==> src/hdl/ddfb_pkg.sv <==
package ddfb_pkg;

  localparam int unsigned DIGIT_COUNT = 8;

  localparam int unsigned VALUE_W = 32;
  localparam int unsigned POS_W   = 3;
  localparam int unsigned ADDR_W  = 4;
  localparam int unsigned CODE_W  = 4;

  localparam logic [POS_W:0]    DIGIT_COUNT_W = (POS_W + 1)'(DIGIT_COUNT);
  localparam logic [POS_W-1:0]  LAST_POS      = POS_W'(DIGIT_COUNT - 1);
  localparam logic [CODE_W-1:0] BLANK_CODE    = 4'hF;
  localparam logic [CODE_W-1:0] MAX_DIGIT     = 4'd9;

  // Reciprocal of ten scaled by two to the 35th; exact for every 32-bit value.
  localparam logic [VALUE_W-1:0] RECIP_TEN   = 32'hCCCC_CCCD;
  localparam int unsigned        RECIP_SHIFT = 35;
  localparam int unsigned        PROD_W      = 2 * VALUE_W;

  typedef enum logic [1:0] {
    ST_IDLE,
    ST_MUL,
    ST_EMIT
  } state_e;

  typedef struct packed {
    logic [VALUE_W-1:0] quot;
    logic [CODE_W-1:0]  digit;
  } div_res_t;

  typedef struct packed {
    logic [ADDR_W-1:0] register_address;
    logic [CODE_W-1:0] digit_code;
    logic              last_frame;
  } frame_t;

endpackage

==> src/hdl/ddfb_intf.sv <==
interface ddfb_req_if;
  logic                          valid;
  logic                          ready;
  logic [ddfb_pkg::POS_W-1:0]    start_digit;
  logic [ddfb_pkg::VALUE_W-1:0]  number_value;

  modport source (output valid, output start_digit, output number_value, input ready);
  modport sink (input valid, input start_digit, input number_value, output ready);
endinterface

interface ddfb_frame_if;
  logic                          valid;
  logic                          ready;
  logic [ddfb_pkg::ADDR_W-1:0]   register_address;
  logic [ddfb_pkg::CODE_W-1:0]   digit_code;
  logic                          last_frame;

  modport source (output valid, output register_address, output digit_code,
                  output last_frame, input ready);
  modport sink (input valid, input register_address, input digit_code,
                input last_frame, output ready);
endinterface

==> src/hdl/ddfb_div10.sv <==
module ddfb_div10 (
  input  logic                          clk_i,
  input  logic                          rst_ni,
  input  logic                          en_i,
  input  logic [ddfb_pkg::VALUE_W-1:0]  x_i,
  output ddfb_pkg::div_res_t            res_o
);
  import ddfb_pkg::*;

  logic [VALUE_W-1:0] x_q;
  logic [PROD_W-1:0]  prod_q;
  logic [VALUE_W-1:0] quot;
  logic [VALUE_W-1:0] diff;

  always_ff @(posedge clk_i) begin
    if (en_i) begin
      x_q    <= x_i;
      prod_q <= PROD_W'(x_i) * PROD_W'(RECIP_TEN);
    end
  end

  assign quot  = VALUE_W'(prod_q[PROD_W-1:RECIP_SHIFT]);
  assign diff  = x_q - (quot << 3) - (quot << 1);
  assign res_o = '{quot: quot, digit: diff[CODE_W-1:0]};

`ifndef SYNTH
  a_digit_range: assert property (@(posedge clk_i) disable iff (!rst_ni)
    en_i |=> res_o.digit <= MAX_DIGIT)
    else $error("div10 digit out of range");

  a_quot_exact: assert property (@(posedge clk_i) disable iff (!rst_ni)
    en_i |=> (res_o.quot * 10 + VALUE_W'(res_o.digit)) == x_q)
    else $error("div10 quotient and digit do not rebuild the value");
`endif

endmodule

==> src/hdl/ddfb_ctrl.sv <==
module ddfb_ctrl (
  input  logic                          clk_i,
  input  logic                          rst_ni,
  ddfb_req_if.sink                      req_i,
  input  ddfb_pkg::div_res_t            res_i,
  input  logic                          out_free_i,
  output logic                          div_en_o,
  output logic [ddfb_pkg::VALUE_W-1:0]  div_x_o,
  output logic                          frame_load_o,
  output ddfb_pkg::frame_t              frame_o
);
  import ddfb_pkg::*;

  state_e             state_q, state_d;
  logic [VALUE_W-1:0] rest_q, rest_d;
  logic [POS_W-1:0]   pos_q, pos_d;
  logic               first_q, first_d;
  logic               take_req;
  logic               blank;

  assign take_req = req_i.valid && (state_q == ST_IDLE);

  always_comb begin
    state_d = state_q;
    unique case (state_q)
      ST_IDLE: begin
        if (take_req && ({1'b0, req_i.start_digit} < DIGIT_COUNT_W)) begin
          state_d = ST_MUL;
        end
      end
      ST_MUL: begin
        state_d = ST_EMIT;
      end
      ST_EMIT: begin
        if (out_free_i) begin
          state_d = (pos_q == LAST_POS) ? ST_IDLE : ST_MUL;
        end
      end
      default: begin
        state_d = ST_IDLE;
      end
    endcase
  end

  assign blank = (rest_q == '0) && !first_q;

  always_comb begin
    req_i.ready  = 1'b0;
    div_en_o     = 1'b0;
    frame_load_o = 1'b0;
    rest_d       = rest_q;
    pos_d        = pos_q;
    first_d      = first_q;
    unique case (state_q)
      ST_IDLE: begin
        req_i.ready = 1'b1;
        if (take_req) begin
          rest_d  = req_i.number_value;
          pos_d   = req_i.start_digit;
          first_d = 1'b1;
        end
      end
      ST_MUL: begin
        div_en_o = 1'b1;
      end
      ST_EMIT: begin
        if (out_free_i) begin
          frame_load_o = 1'b1;
          rest_d       = res_i.quot;
          pos_d        = pos_q + 1'b1;
          first_d      = 1'b0;
        end
      end
      default: begin
      end
    endcase
  end

  assign div_x_o = rest_q;

  assign frame_o.register_address = {1'b0, pos_q} + 4'd1;
  assign frame_o.digit_code       = blank ? BLANK_CODE : res_i.digit;
  assign frame_o.last_frame       = (pos_q == LAST_POS);

  always_ff @(posedge clk_i or negedge rst_ni) begin
    if (!rst_ni) begin
      state_q <= ST_IDLE;
      pos_q   <= '0;
      first_q <= 1'b0;
    end else begin
      state_q <= state_d;
      pos_q   <= pos_d;
      first_q <= first_d;
    end
  end

  always_ff @(posedge clk_i) begin
    rest_q <= rest_d;
  end

`ifndef SYNTH
  a_load_in_emit: assert property (@(posedge clk_i) disable iff (!rst_ni)
    frame_load_o |-> (state_q == ST_EMIT) && out_free_i)
    else $error("frame loaded outside the emit step");

  a_last_ends_request: assert property (@(posedge clk_i) disable iff (!rst_ni)
    frame_load_o && frame_o.last_frame |=> state_q == ST_IDLE)
    else $error("sequencer kept running after the last frame");
`endif

endmodule

==> src/hdl/decimal_digit_frame_builder.sv <==
// Decimal digit frame builder for a code-B seven-segment display driver.
// A request on req_i carries start_digit and a 32-bit number_value. For each
// display position from start_digit up to DIGIT_COUNT-1 the block sends one
// frame on frame_o: register_address (position plus one), digit_code (the
// next decimal digit, least significant first, or 15 for a blank digit) and
// last_frame, set on the frame for the highest position.
// Leading zeros are blanked; a value of zero shows one 0 at the start position.
// Digits that do not fit on the display are dropped. A start position beyond
// the display produces no frame.
// req_i.ready is high only while the block is idle. One shared divide-by-ten
// unit produces a digit from a registered 32 by 32 multiply by the reciprocal
// of ten, then the correction and the frame load.
// When the receiver stalls, the frame waits in the output register and the
// sequencer holds its digit until the register is free again.
// Reset clears the sequencer and the output valid flag; no frame is pending.
module decimal_digit_frame_builder (
  input  logic         clk_i,
  input  logic         rst_ni,
  ddfb_req_if.sink     req_i,
  ddfb_frame_if.source frame_o
);
  import ddfb_pkg::*;

  logic               div_en;
  logic [VALUE_W-1:0] div_x;
  div_res_t           div_res;
  logic               out_free;
  logic               frame_load;
  frame_t             frame_next;
  logic               out_valid_q;
  frame_t             out_frame_q;

  ddfb_div10 u_div10 (
    .clk_i  (clk_i),
    .rst_ni (rst_ni),
    .en_i   (div_en),
    .x_i    (div_x),
    .res_o  (div_res)
  );

  ddfb_ctrl u_ctrl (
    .clk_i        (clk_i),
    .rst_ni       (rst_ni),
    .req_i        (req_i),
    .res_i        (div_res),
    .out_free_i   (out_free),
    .div_en_o     (div_en),
    .div_x_o      (div_x),
    .frame_load_o (frame_load),
    .frame_o      (frame_next)
  );

  assign out_free = !out_valid_q || frame_o.ready;

  always_ff @(posedge clk_i or negedge rst_ni) begin
    if (!rst_ni) begin
      out_valid_q <= 1'b0;
    end else if (out_free) begin
      out_valid_q <= frame_load;
    end
  end

  always_ff @(posedge clk_i) begin
    if (frame_load) begin
      out_frame_q <= frame_next;
    end
  end

  assign frame_o.valid            = out_valid_q;
  assign frame_o.register_address = out_frame_q.register_address;
  assign frame_o.digit_code       = out_frame_q.digit_code;
  assign frame_o.last_frame       = out_frame_q.last_frame;

endmodule
==> src/flat_wrapper.sv <==
// flat-port wrapper written by rule: the top's interface ports become plain ports
module decimal_digit_frame_builder_flat import ddfb_pkg::*;
  (clk_i, rst_ni, req_i_valid, req_i_start_digit, req_i_number_value, req_i_ready, frame_o_valid, frame_o_register_address, frame_o_digit_code, frame_o_last_frame, frame_o_ready);
  ddfb_req_if req_i_i ();
  ddfb_frame_if frame_o_i ();
  input  logic clk_i;
  input  logic rst_ni;
  input wire logic [$bits(req_i_i.valid)-1:0] req_i_valid;
  input wire logic [$bits(req_i_i.start_digit)-1:0] req_i_start_digit;
  input wire logic [$bits(req_i_i.number_value)-1:0] req_i_number_value;
  output wire logic [$bits(req_i_i.ready)-1:0] req_i_ready;
  output wire logic [$bits(frame_o_i.valid)-1:0] frame_o_valid;
  output wire logic [$bits(frame_o_i.register_address)-1:0] frame_o_register_address;
  output wire logic [$bits(frame_o_i.digit_code)-1:0] frame_o_digit_code;
  output wire logic [$bits(frame_o_i.last_frame)-1:0] frame_o_last_frame;
  input wire logic [$bits(frame_o_i.ready)-1:0] frame_o_ready;
  assign req_i_i.valid = req_i_valid;
  assign req_i_i.start_digit = req_i_start_digit;
  assign req_i_i.number_value = req_i_number_value;
  assign req_i_ready = req_i_i.ready;
  assign frame_o_valid = frame_o_i.valid;
  assign frame_o_register_address = frame_o_i.register_address;
  assign frame_o_digit_code = frame_o_i.digit_code;
  assign frame_o_last_frame = frame_o_i.last_frame;
  assign frame_o_i.ready = frame_o_ready;
  decimal_digit_frame_builder u_core (.clk_i(clk_i), .rst_ni(rst_ni), .req_i(req_i_i), .frame_o(frame_o_i));
endmodule
==> config.mk <==
export PLATFORM = sky130hd
export DESIGN_NAME = decimal_digit_frame_builder_flat
export DESIGN_NICKNAME = d
export VERILOG_FILES = /design/src/hdl/ddfb_pkg.sv /design/src/hdl/ddfb_intf.sv /design/src/hdl/ddfb_div10.sv /design/src/hdl/ddfb_ctrl.sv /design/src/hdl/decimal_digit_frame_builder.sv /design/src/flat_wrapper.sv
export SDC_FILE = /design/constraint.sdc
export NUM_CORES = 1
export LEC_CHECK = 0
export BUFFER_PORTS_ARGS = -buffer_cell sky130_fd_sc_hd__buf_4
export CAP_MARGIN = 20
export CORE_MARGIN = 4
export CORE_UTILIZATION = 65
export DETAILED_ROUTE_END_ITERATION = 12
export PLACE_DENSITY = 0.82
export SETUP_SLACK_MARGIN = 0.15
export SLEW_MARGIN = 25
export SYNTH_ARGS = -nofsm -noshare
export SYNTH_HDL_FRONTEND = slang
export SYNTH_SLANG_ARGS = --single-unit
==> constraint.sdc <==
create_clock -name clk_i -period 15.4 [get_ports clk_i]
set_input_delay 3.85 -clock clk_i [delete_from_list [all_inputs] [get_ports clk_i]]
set_output_delay 3.85 -clock clk_i [all_outputs]
set_load 0.05 [all_outputs]
Word-level counts from Yosys, hierarchy flattened
Cells that the tools add are included.
{"block": "word_totals", "ff_bits": 116, "in_bits": 39, "out_inout_bits": 11, "elab_cells": 47}
{"block": "classes", "addsub": 4, "n_mul": 1, "n_eq_ne": 5, "muxes": 17, "reduce_logical": 10}
{"op": "$mul 32x32->64 const B", "n": 1}
{"op": "$mux 32", "n": 2}
{"op": "$pmux 32 s2", "n": 1}
{"op": "$logic_not 32->1", "n": 1}
{"op": "$sub 4x4->4", "n": 2}
{"op": "$mux 1", "n": 7}
{"op": "$mux 3", "n": 2}
{"op": "$pmux 2 s3", "n": 1}
{"op": "$pmux 3 s2", "n": 1}
{"op": "$add 3x1->4 const B", "n": 1}
{"op": "$mux 2", "n": 2}
{"op": "$add 3x1->3 const B", "n": 1}
{"op": "$eq 3x3->1 const B", "n": 1}
{"op": "$reduce_and 3->1", "n": 1}
{"op": "$eq 2x1->1 const B", "n": 1}
{"op": "$eq 2x2->1 const B", "n": 1}
{"op": "$logic_and 1x1->1", "n": 2}
{"op": "$logic_not 1->1", "n": 2}
{"op": "$logic_not 2->1", "n": 1}
{"op": "$ne 2x1->1 const B", "n": 1}
{"op": "$ne 2x2->1 const B", "n": 1}
{"op": "$pmux 1 s2", "n": 1}
{"op": "$reduce_and 2->1", "n": 1}
{"op": "$reduce_bool 2->1", "n": 1}
{"op": "$logic_or 1x1->1", "n": 1}

Longest topological paths before layout
Gate-level depths: netlist of the first run.
{"block": "logic_depth", "ltp_word": 4, "mapped_depth": 26, "depth_no_buf": 25}

By module
Synthesis of the first run repeated with hierarchy kept, for this count alone.
{"block": "unflattened", "cells_unflattened": 1871, "area_unflattened_um2": 20049.2}
{"mod": "ddfb_div10", "n_inst": 1, "cells_each": 1739, "area_per_inst_um2": 17923.4}
{"mod": "ddfb_ctrl", "n_inst": 1, "cells_each": 120, "area_per_inst_um2": 1808.0}
{"mod": "decimal_digit_frame_builder", "n_inst": 1, "cells_each": 12, "area_per_inst_um2": 317.8}

Worst setup path before layout of the first run
OpenSTA, ideal clock, no wires.
{"block": "synth_timing", "kind": "register to register", "startpoint": "register u_core.u_ctrl.rest_q[19] (netlist: u_core.u_ctrl.div_x_o[19])", "endpoint": "register u_core.u_div10.prod_q[59] (data pin)", "t_arrival_ns": 6.779, "required_time_ns": 15.131, "path_slack_ns": 8.352, "stages_incl_launch_ff": 25, "n_path_buf": 0, "period_less_slack_ns": 7.048, "cell_sequence": "edfxtp_1 -> ha_1 -> inv_1 -> fa_1 -> inv_1 -> fa_1 -> inv_1 -> fa_1 -> inv_1 -> fa_1 -> fa_1 -> fa_1 -> inv_1 -> fa_1 -> inv_1 -> ha_1 -> nand3_1 -> o221ai_1 -> a21oi_1 -> a21boi_0 -> or3_1 -> o21ai_1 -> or3b_2 -> o31ai_1 -> xor2_1"}
{"block": "synth_between", "elab_chain_len": 1}
{"element": "start: declaration", "line": "ddfb_ctrl.sv:15", "source": "logic [VALUE_W-1:0] rest_q, rest_d;"}
{"element": "start signal: assignment", "line": "ddfb_ctrl.sv:98", "source": "rest_q <= rest_d;"}
{"element": "$mul 32x32->64", "line": "ddfb_div10.sv:18", "source": "prod_q <= PROD_W'(x_i) * PROD_W'(RECIP_TEN);"}
{"element": "end signal: assignment", "line": "ddfb_div10.sv:18"}
{"element": "end: declaration", "line": "ddfb_div10.sv:11", "source": "logic [PROD_W-1:0] prod_q;"}
Every way passes these cells.
A chain may end at the register's enable or synchronous reset.

Worst setup path after layout of the first run
{"block": "layout_timing", "startpoint": "register u_core.u_ctrl.rest_q[3] (netlist: u_core.u_ctrl.div_x_o[3])", "endpoint": "register u_core.u_div10.prod_q[59] (data pin)"}
The elaborated chain is that of the path after synthesis.

==> reports/metrics.cfg, run 1 <==
[setup_path]
crit_fanout=10
path_class=reg2reg
cp_data_arrival_time_ns=8.25
crit_path_start_kind=register
cp-end-kind=register
crit_required_ns=15.50

[yosys]
ys_ff_latch=81
netlist_area_mm2=0.0203
synth_top_area_share_pct=38.0
synth_nets=2790
synth_area_leader_cell=fa_1
synthArstFlopShare_pct=8.64
synth_cells=1998
yosysWarnings=0
ys.flop_type=edfxtp_1
yosysUniqueCellTypes=55
synth_edf_count=74
synth.avg_cell_area_um2=10.2
synth_area_leaders=fa_1 38%, ha_1 23%, edfxtp_1 11%
ys_seq_area_share_pct=11.8

[global_route]
grtUsageTotal_pct=37.7
overflow=0
grt_pass1_wl_um=94100
grt_pass1_vias=15700
antenna_found_initial=0
grt_max_degree=35

[drt]
totalWireLength_um=61000
drcViolationCount=0
num_vias=14400
wire_per_inst_um=25.1
vias_per_cell=5.95
drt-pass1-iter-count=6
ant_nets=0
initialDrtViolationCount=1408

[sta]
hold_ws_ns=0.503
post-route-period-util_pct=52.9
period_needed_ns=8.15
fmax_mhz=123
setup_violations=0
hold_viol_final=0
worst_pin_slew_ns=0.926
fin_skew_ns=0.0183
fin_tns_setup_ns=0
slew_headroom_pct=38.3
drv_slew=0
rsz0062_at_grt=no

[clock_tree]
insertion_delay_ns=0.37
cts_buffers=9
cts.sinks=81
cts-root-buf=clkbuf_16
clockBufferDepth=2
cts.repair.resized=0
ctsHoldBuffers=0
clk_pin_slew_worst_paths_ns=0.08
cts_tree=yes
h-tree-depth=3
post_cts_buffers=0

[cells_and_area]
final_cell_mix=565 x inv_1, 386 x fa_1, 367 x ha_1
drive_gt1_share_pct=3.94
num_antenna_cells=0
layout_commonest_cell=inv_1
seq_area_mm2=0.00240
finalNonFillerCells=2428
nets=2819
num-fill-cells=2405
area_delta_synth_final_pct=5.40
multi_input_area_mm2=0.0157

[placement]
io_buffers=49
globalplace.congestion=1.03
dpl.hpwl_um=53700
placed_cells=2411

[flow_run]
cap_violations=0

[floorplan]
start_util_pct=66.1
dieHeight_um=185
dieArea_mm2=0.0342
die_x_um=185
rows=64
core_area_mm2=0.0307
io_pins=50

[status]
status=complete, no violations

[worst_hold_path]
worstHoldPathType=reg2reg

==> final cells by class <==
type	count	share of cell area (%)
Multi-Input combinational cell	1317	73.2
Clock buffer	9	1.05
Inverter	566	9.92
Sequential cell	81	11.2
Clock inverter	7	0.397
Timing Repair Buffer	52	1.92
Tap cell	396	2.31
==> final timing paths <==
check / start / end / slack, ns / cells past startpoint
min in group asynchronous: rst_ni / u_core.u_ctrl.pos_q[2]$_DFFE_PN0P_ / 3.28 / 1
hold / removal: u_core.u_div10.prod_q[40]$_DFFE_PN_ / u_core.u_ctrl.div_x_o[5]$_DFFE_PP_ / 0.50 / 2
hold reg to reg: u_core.u_div10.prod_q[40]$_DFFE_PN_ / u_core.u_ctrl.div_x_o[5]$_DFFE_PP_ / 0.50 / 2
max in group asynchronous: rst_ni / u_core.frame_o.valid$_DFFE_PN0N_ / 11.99 / 1
setup / recovery: u_core.u_ctrl.div_x_o[3]$_DFFE_PP_ / u_core.u_div10.prod_q[59]$_DFFE_PN_ / 7.25 / 22
setup reg to reg: u_core.u_ctrl.div_x_o[3]$_DFFE_PP_ / u_core.u_div10.prod_q[59]$_DFFE_PN_ / 7.25 / 22
==> metrics by stage <==
| step | worst slack, ns | util, % | instance area, µm² |
|---|---|---|---|
| global route | 7.00 | 69.7 | 21400 |
| floorplan | 8.35 | - | 20300 |
| detailed placement | 7.42 | 68.6 | 21100 |
| finish | 7.25 | 69.7 | 21400 |
| CTS | 7.39 | 69.6 | 21400 |
| global placement | 7.50 | 68.6 | 21100 |
==> flip-flops by register name, indices dropped and copies added (netlist names) <==
name                             count
u_core.u_ctrl.first_q                1
u_core.u_div10.x_q                   4
u_core.u_div10.prod_q               29
u_core.frame_o.last_frame            1
u_core.u_ctrl.state_q                2
u_core.u_ctrl.div_x_o               32
u_core.u_ctrl.pos_q                  3
u_core.frame_o.register_address      4
u_core.frame_o.digit_code            4
u_core.frame_o.valid                 1
==> worst max-delay path, stage by stage, from the launching register on <==
cell and delay, ns:
edfxtp_1 0.75, inv_1 0.11, ha_1 0.47, xor2_1 0.68
a21o_1 0.26, fa_1 0.44, fa_1 0.46, fa_1 0.52
fa_1 0.43, fa_1 0.53, inv_1 0.07, fa_1 0.51
inv_1 0.04, ha_1 0.36, nand3_1 0.10, o221ai_1 0.24
a21oi_1 0.13, a21boi_0 0.18, or3_1 0.34, o21ai_1 0.32
or3b_2 0.54, o31ai_1 0.29, xor2_1 0.10
==> cell families after synthesis <==
group	Yosys count	synth area share (%)
AO/OA/AOI/OAI	201	6.34
XOR/XNOR	81	3.49
adder cells (fa/ha/maj)	753	60.6
buffers and inverters	600	11.1
flip-flops	81	11.8
multiplexers	4	0.197
AND/OR/NAND/NOR	278	6.49
==> synth_stat cells, types with 4 or more instances <==
cell,count
nand3_1,28
o41ai_1,4
mux2i_1,4
inv_1,566
nor3_1,9
o21ai_0,38
a21o_1,36
nand2b_1,8
clkbuf_1,33
nor2b_1,13
o21bai_1,10
nand2_1,139
o21a_1,9
nor2_1,21
a211oi_1,6
ha_1,367
nand4_1,20
xor2_1,50
a21oi_1,67
dfrtp_1,7
and3_1,9
a31oi_1,5
and4_1,4
xnor2_1,31
fa_1,386
and2_1,14
edfxtp_1,74
==> layer usage <==
layer | track usage, % | routed length (µm) | part of all wire (%)
met1 | 53.9 | 24900 | 41
met2 | 55.6 | 26500 | 43
met5 | 0 | 0 | 0
met4 | 12.4 | 2330 | 3.8
met3 | 11.5 | 7330 | 12
Power of run 1 is not shown: default switching activity piles up to over one toggle a cycle in this logic, so the estimate is an artifact.
==> inputs of run 2 (changes only) <==
Settings changed: CORE_UTILIZATION 65 to 60, PLACE_DENSITY 0.82 to 0.8.
Clock period 15.4 ns to 6.7 ns, I/O delays scaled along.
==> run 2 against run 1 <==
Against the previous run:
- clock skew decreased by 0.0010 ns
- critical endpoint is now u_core.u_div10.prod_q[61]$_DFFE_PN_
- non-clock buffer count up 366
- setup slack worse by 7.7 ns
- the flow now finishes with violations (setup timing)
==> reports/metrics.cfg, run 2 (synthesis results as in run 1) <==
[global_route]
grtUsageTotal_pct=39.5  ; +1.8 points
grt_pass1_vias=17400  ; +11%
grtUsageMet1_pct=51.9  ; -2.0 points
antenna_found_initial=6  ; +6
use_met2_pct=60.5  ; +4.8 points
grt_pass1_wl_um=104000  ; +11%
top_usage_layer=met2
overflow=0  ; unchanged
grt_max_degree=37  ; +5.7%
met3_usage_pct=14.1  ; +2.6 points

[setup_path]
cp-end-kind=register
crit_required_ns=6.89  ; -8.61 ns
path_class=reg2reg
crit_path_start_kind=register
critical_path_buf_inv_count=4  ; +1
cp_cell_sequence=buf_6, ha_4, buf_4, ha_2, fa_1, inv_1, fa_1, inv_1, fa_1, fa_1, fa_1, fa_1, ha_1, nand3_2, or4_4, or4b_4, nand3_4, a21oi_4, o41ai_4, nor4b_2, a311oi_1
r2r-end=u_core.u_div10.prod_q[61]$_DFFE_PN_
crit_family=adder cells
cpPeakStageDelay_ns=0.57  ; -0.18 ns
cp_data_arrival_time_ns=7.33  ; -0.92 ns
critPathMostFrequentCell=fa_1
crit_fanout=4  ; -6
reg2regPathDepth=21  ; -4.5%
critPathSlowestCell=or4b_4
r2r_start=u_core.u_ctrl.div_x_o[17]$_DFFE_PP_
rrSetupSlack_ns=-0.44  ; -7.69 ns

[cells_and_area]
area_delta_synth_final_pct=26.3
finalNonFillerCells=2846  ; +17%
final_cell_area_mm2=0.0257  ; +20%
num_antenna_cells=0  ; unchanged
drive_gt1_share_pct=26.6  ; +23 points
layout_commonest_cell=inv_1
nets=3185  ; +13%
largest_reg_flops=32  ; unchanged
final_cell_mix=523 x inv_1, 378 x buf_4, 364 x fa_1
finish.utilization_pct=76.8  ; +7.1 points

[placement]
post_dp_cell_area_mm2=0.0238  ; +13%
placed_cells=2775  ; +15%
io_buffers=49  ; unchanged
globalplace.congestion=1.04  ; +0.57%
dpl.hpwl_um=61200  ; +14%

[drt]
drcViolationCount=0  ; unchanged
vias_per_cell=5.59  ; -5.9%
ant_nets=0  ; unchanged
wire_per_inst_um=24.7  ; -1.5%
num_vias=15900  ; +10%
drt-pass1-iter-count=5  ; -1
initialDrtViolationCount=1250  ; -11%
totalWireLength_um=70400  ; +15%

[sta]
hold_viol_final=0  ; unchanged
hold_ws_ns=0.514  ; +0.0116 ns
period_needed_ns=7.14  ; -1.01 ns
rsz0062_at_grt=yes
worst_pin_slew_ns=0.947  ; +0.0213 ns
slew_headroom_pct=36.8  ; -1.5 points
post-route-period-util_pct=107  ; +54 points
fmax_mhz=140  ; +14%
setup_ws_ns=-0.440  ; -7.69 ns
fin_skew_ns=0.0172  ; -0.00103 ns
drv_slew=0  ; unchanged
setup_violations=26  ; +26

[clock_tree]
cts_buffers=9  ; unchanged
insertion_delay_ns=0.38  ; about the same
cts.sinks=81  ; unchanged
clk_pin_slew_worst_paths_ns=0.08  ; about the same
clockBufferDepth=2  ; unchanged
h-tree-depth=3  ; unchanged
cts_tree=yes
ctsHoldBuffers=0  ; unchanged
cts-root-buf=clkbuf_16

[status]
violations=setup timing
status=finished with violations

[flow_run]
cap_violations=0  ; unchanged

[worst_hold_path]
hold_path_depth=2  ; unchanged
worstHoldPathType=reg2reg
holdPathEnd=u_core.u_ctrl.div_x_o[5]$_DFFE_PP_
worstHoldStart=u_core.u_div10.prod_q[40]$_DFFE_PN_

[floorplan]
die_x_um=192  ; +3.9%
io_pins=50  ; unchanged
dieArea_mm2=0.0369  ; +8.0%
dieHeight_um=192  ; +3.9%
core_area_mm2=0.0334  ; +8.8%
rows=67  ; +4.7%
start_util_pct=60.8  ; -5.3 points

-- run 2: through the flow --
stage	setup TNS, ns	setup WS, ns
after floorplan	-0.0990	-0.0538
after global placement	-6.36	-0.454
after detailed placement	-8.15	-0.581
after CTS	-4.14	-0.430
after global routing	-10.28	-0.615
final	-6.89	-0.440
-- run 2: final cells by class --
cell class	count	area [µm²]
tap	448	561
multi-input combinational	1317	16900
fill	2270	7770
timing repair buffer	418	3340
inverter	566	2140
clock inverter	7	130
sequential	81	2400
clock buffer	9	225
-- run 2: what timing repair did --
| action | in CTS | in global routing |
|---|---|---|
| setup endpoints to repair | 29 | 29 |
| pin swaps | 92 | 71 |
| gates resized for setup | 117 | 119 |
| setup buffers | 33 | 21 |
-- run 2: worst max-delay path by stage --
| stage | cells after the start | end | start |
|---|---|---|---|
| after global routing | 28 | u_core.u_div10.prod_q[53]$_DFFE_PN_ | u_core.u_ctrl.div_x_o[20]$_DFFE_PP_ |
| after floorplan | 25 | u_core.u_div10.prod_q[59]$_DFFE_PN_ | u_core.u_ctrl.div_x_o[18]$_DFFE_PP_ |
| final | 21 | u_core.u_div10.prod_q[61]$_DFFE_PN_ | u_core.u_ctrl.div_x_o[17]$_DFFE_PP_ |
| after detailed placement | 23 | u_core.u_div10.prod_q[59]$_DFFE_PN_ | u_core.u_ctrl.div_x_o[17]$_DFFE_PP_ |
| after global placement | 23 | u_core.u_div10.prod_q[59]$_DFFE_PN_ | u_core.u_ctrl.div_x_o[17]$_DFFE_PP_ |
| after CTS | 26 | u_core.u_div10.prod_q[59]$_DFFE_PN_ | u_core.u_ctrl.div_x_o[19]$_DFFE_PP_ |
-- run 2: layer usage --
layer,share of wire [%],vias up
li1,-,7030
met1,40,7984
met2,45,739
met3,11,160
met4,4.6,10
met5,0.077,-
-- run 2: tightest hold or removal path, cell delays in order (launching register included) --
cell	delay [ns]
edfxtp_1	0.32
nand2_1	0.05
nand2_1	0.05
Power of run 2 is left out for the same reason.
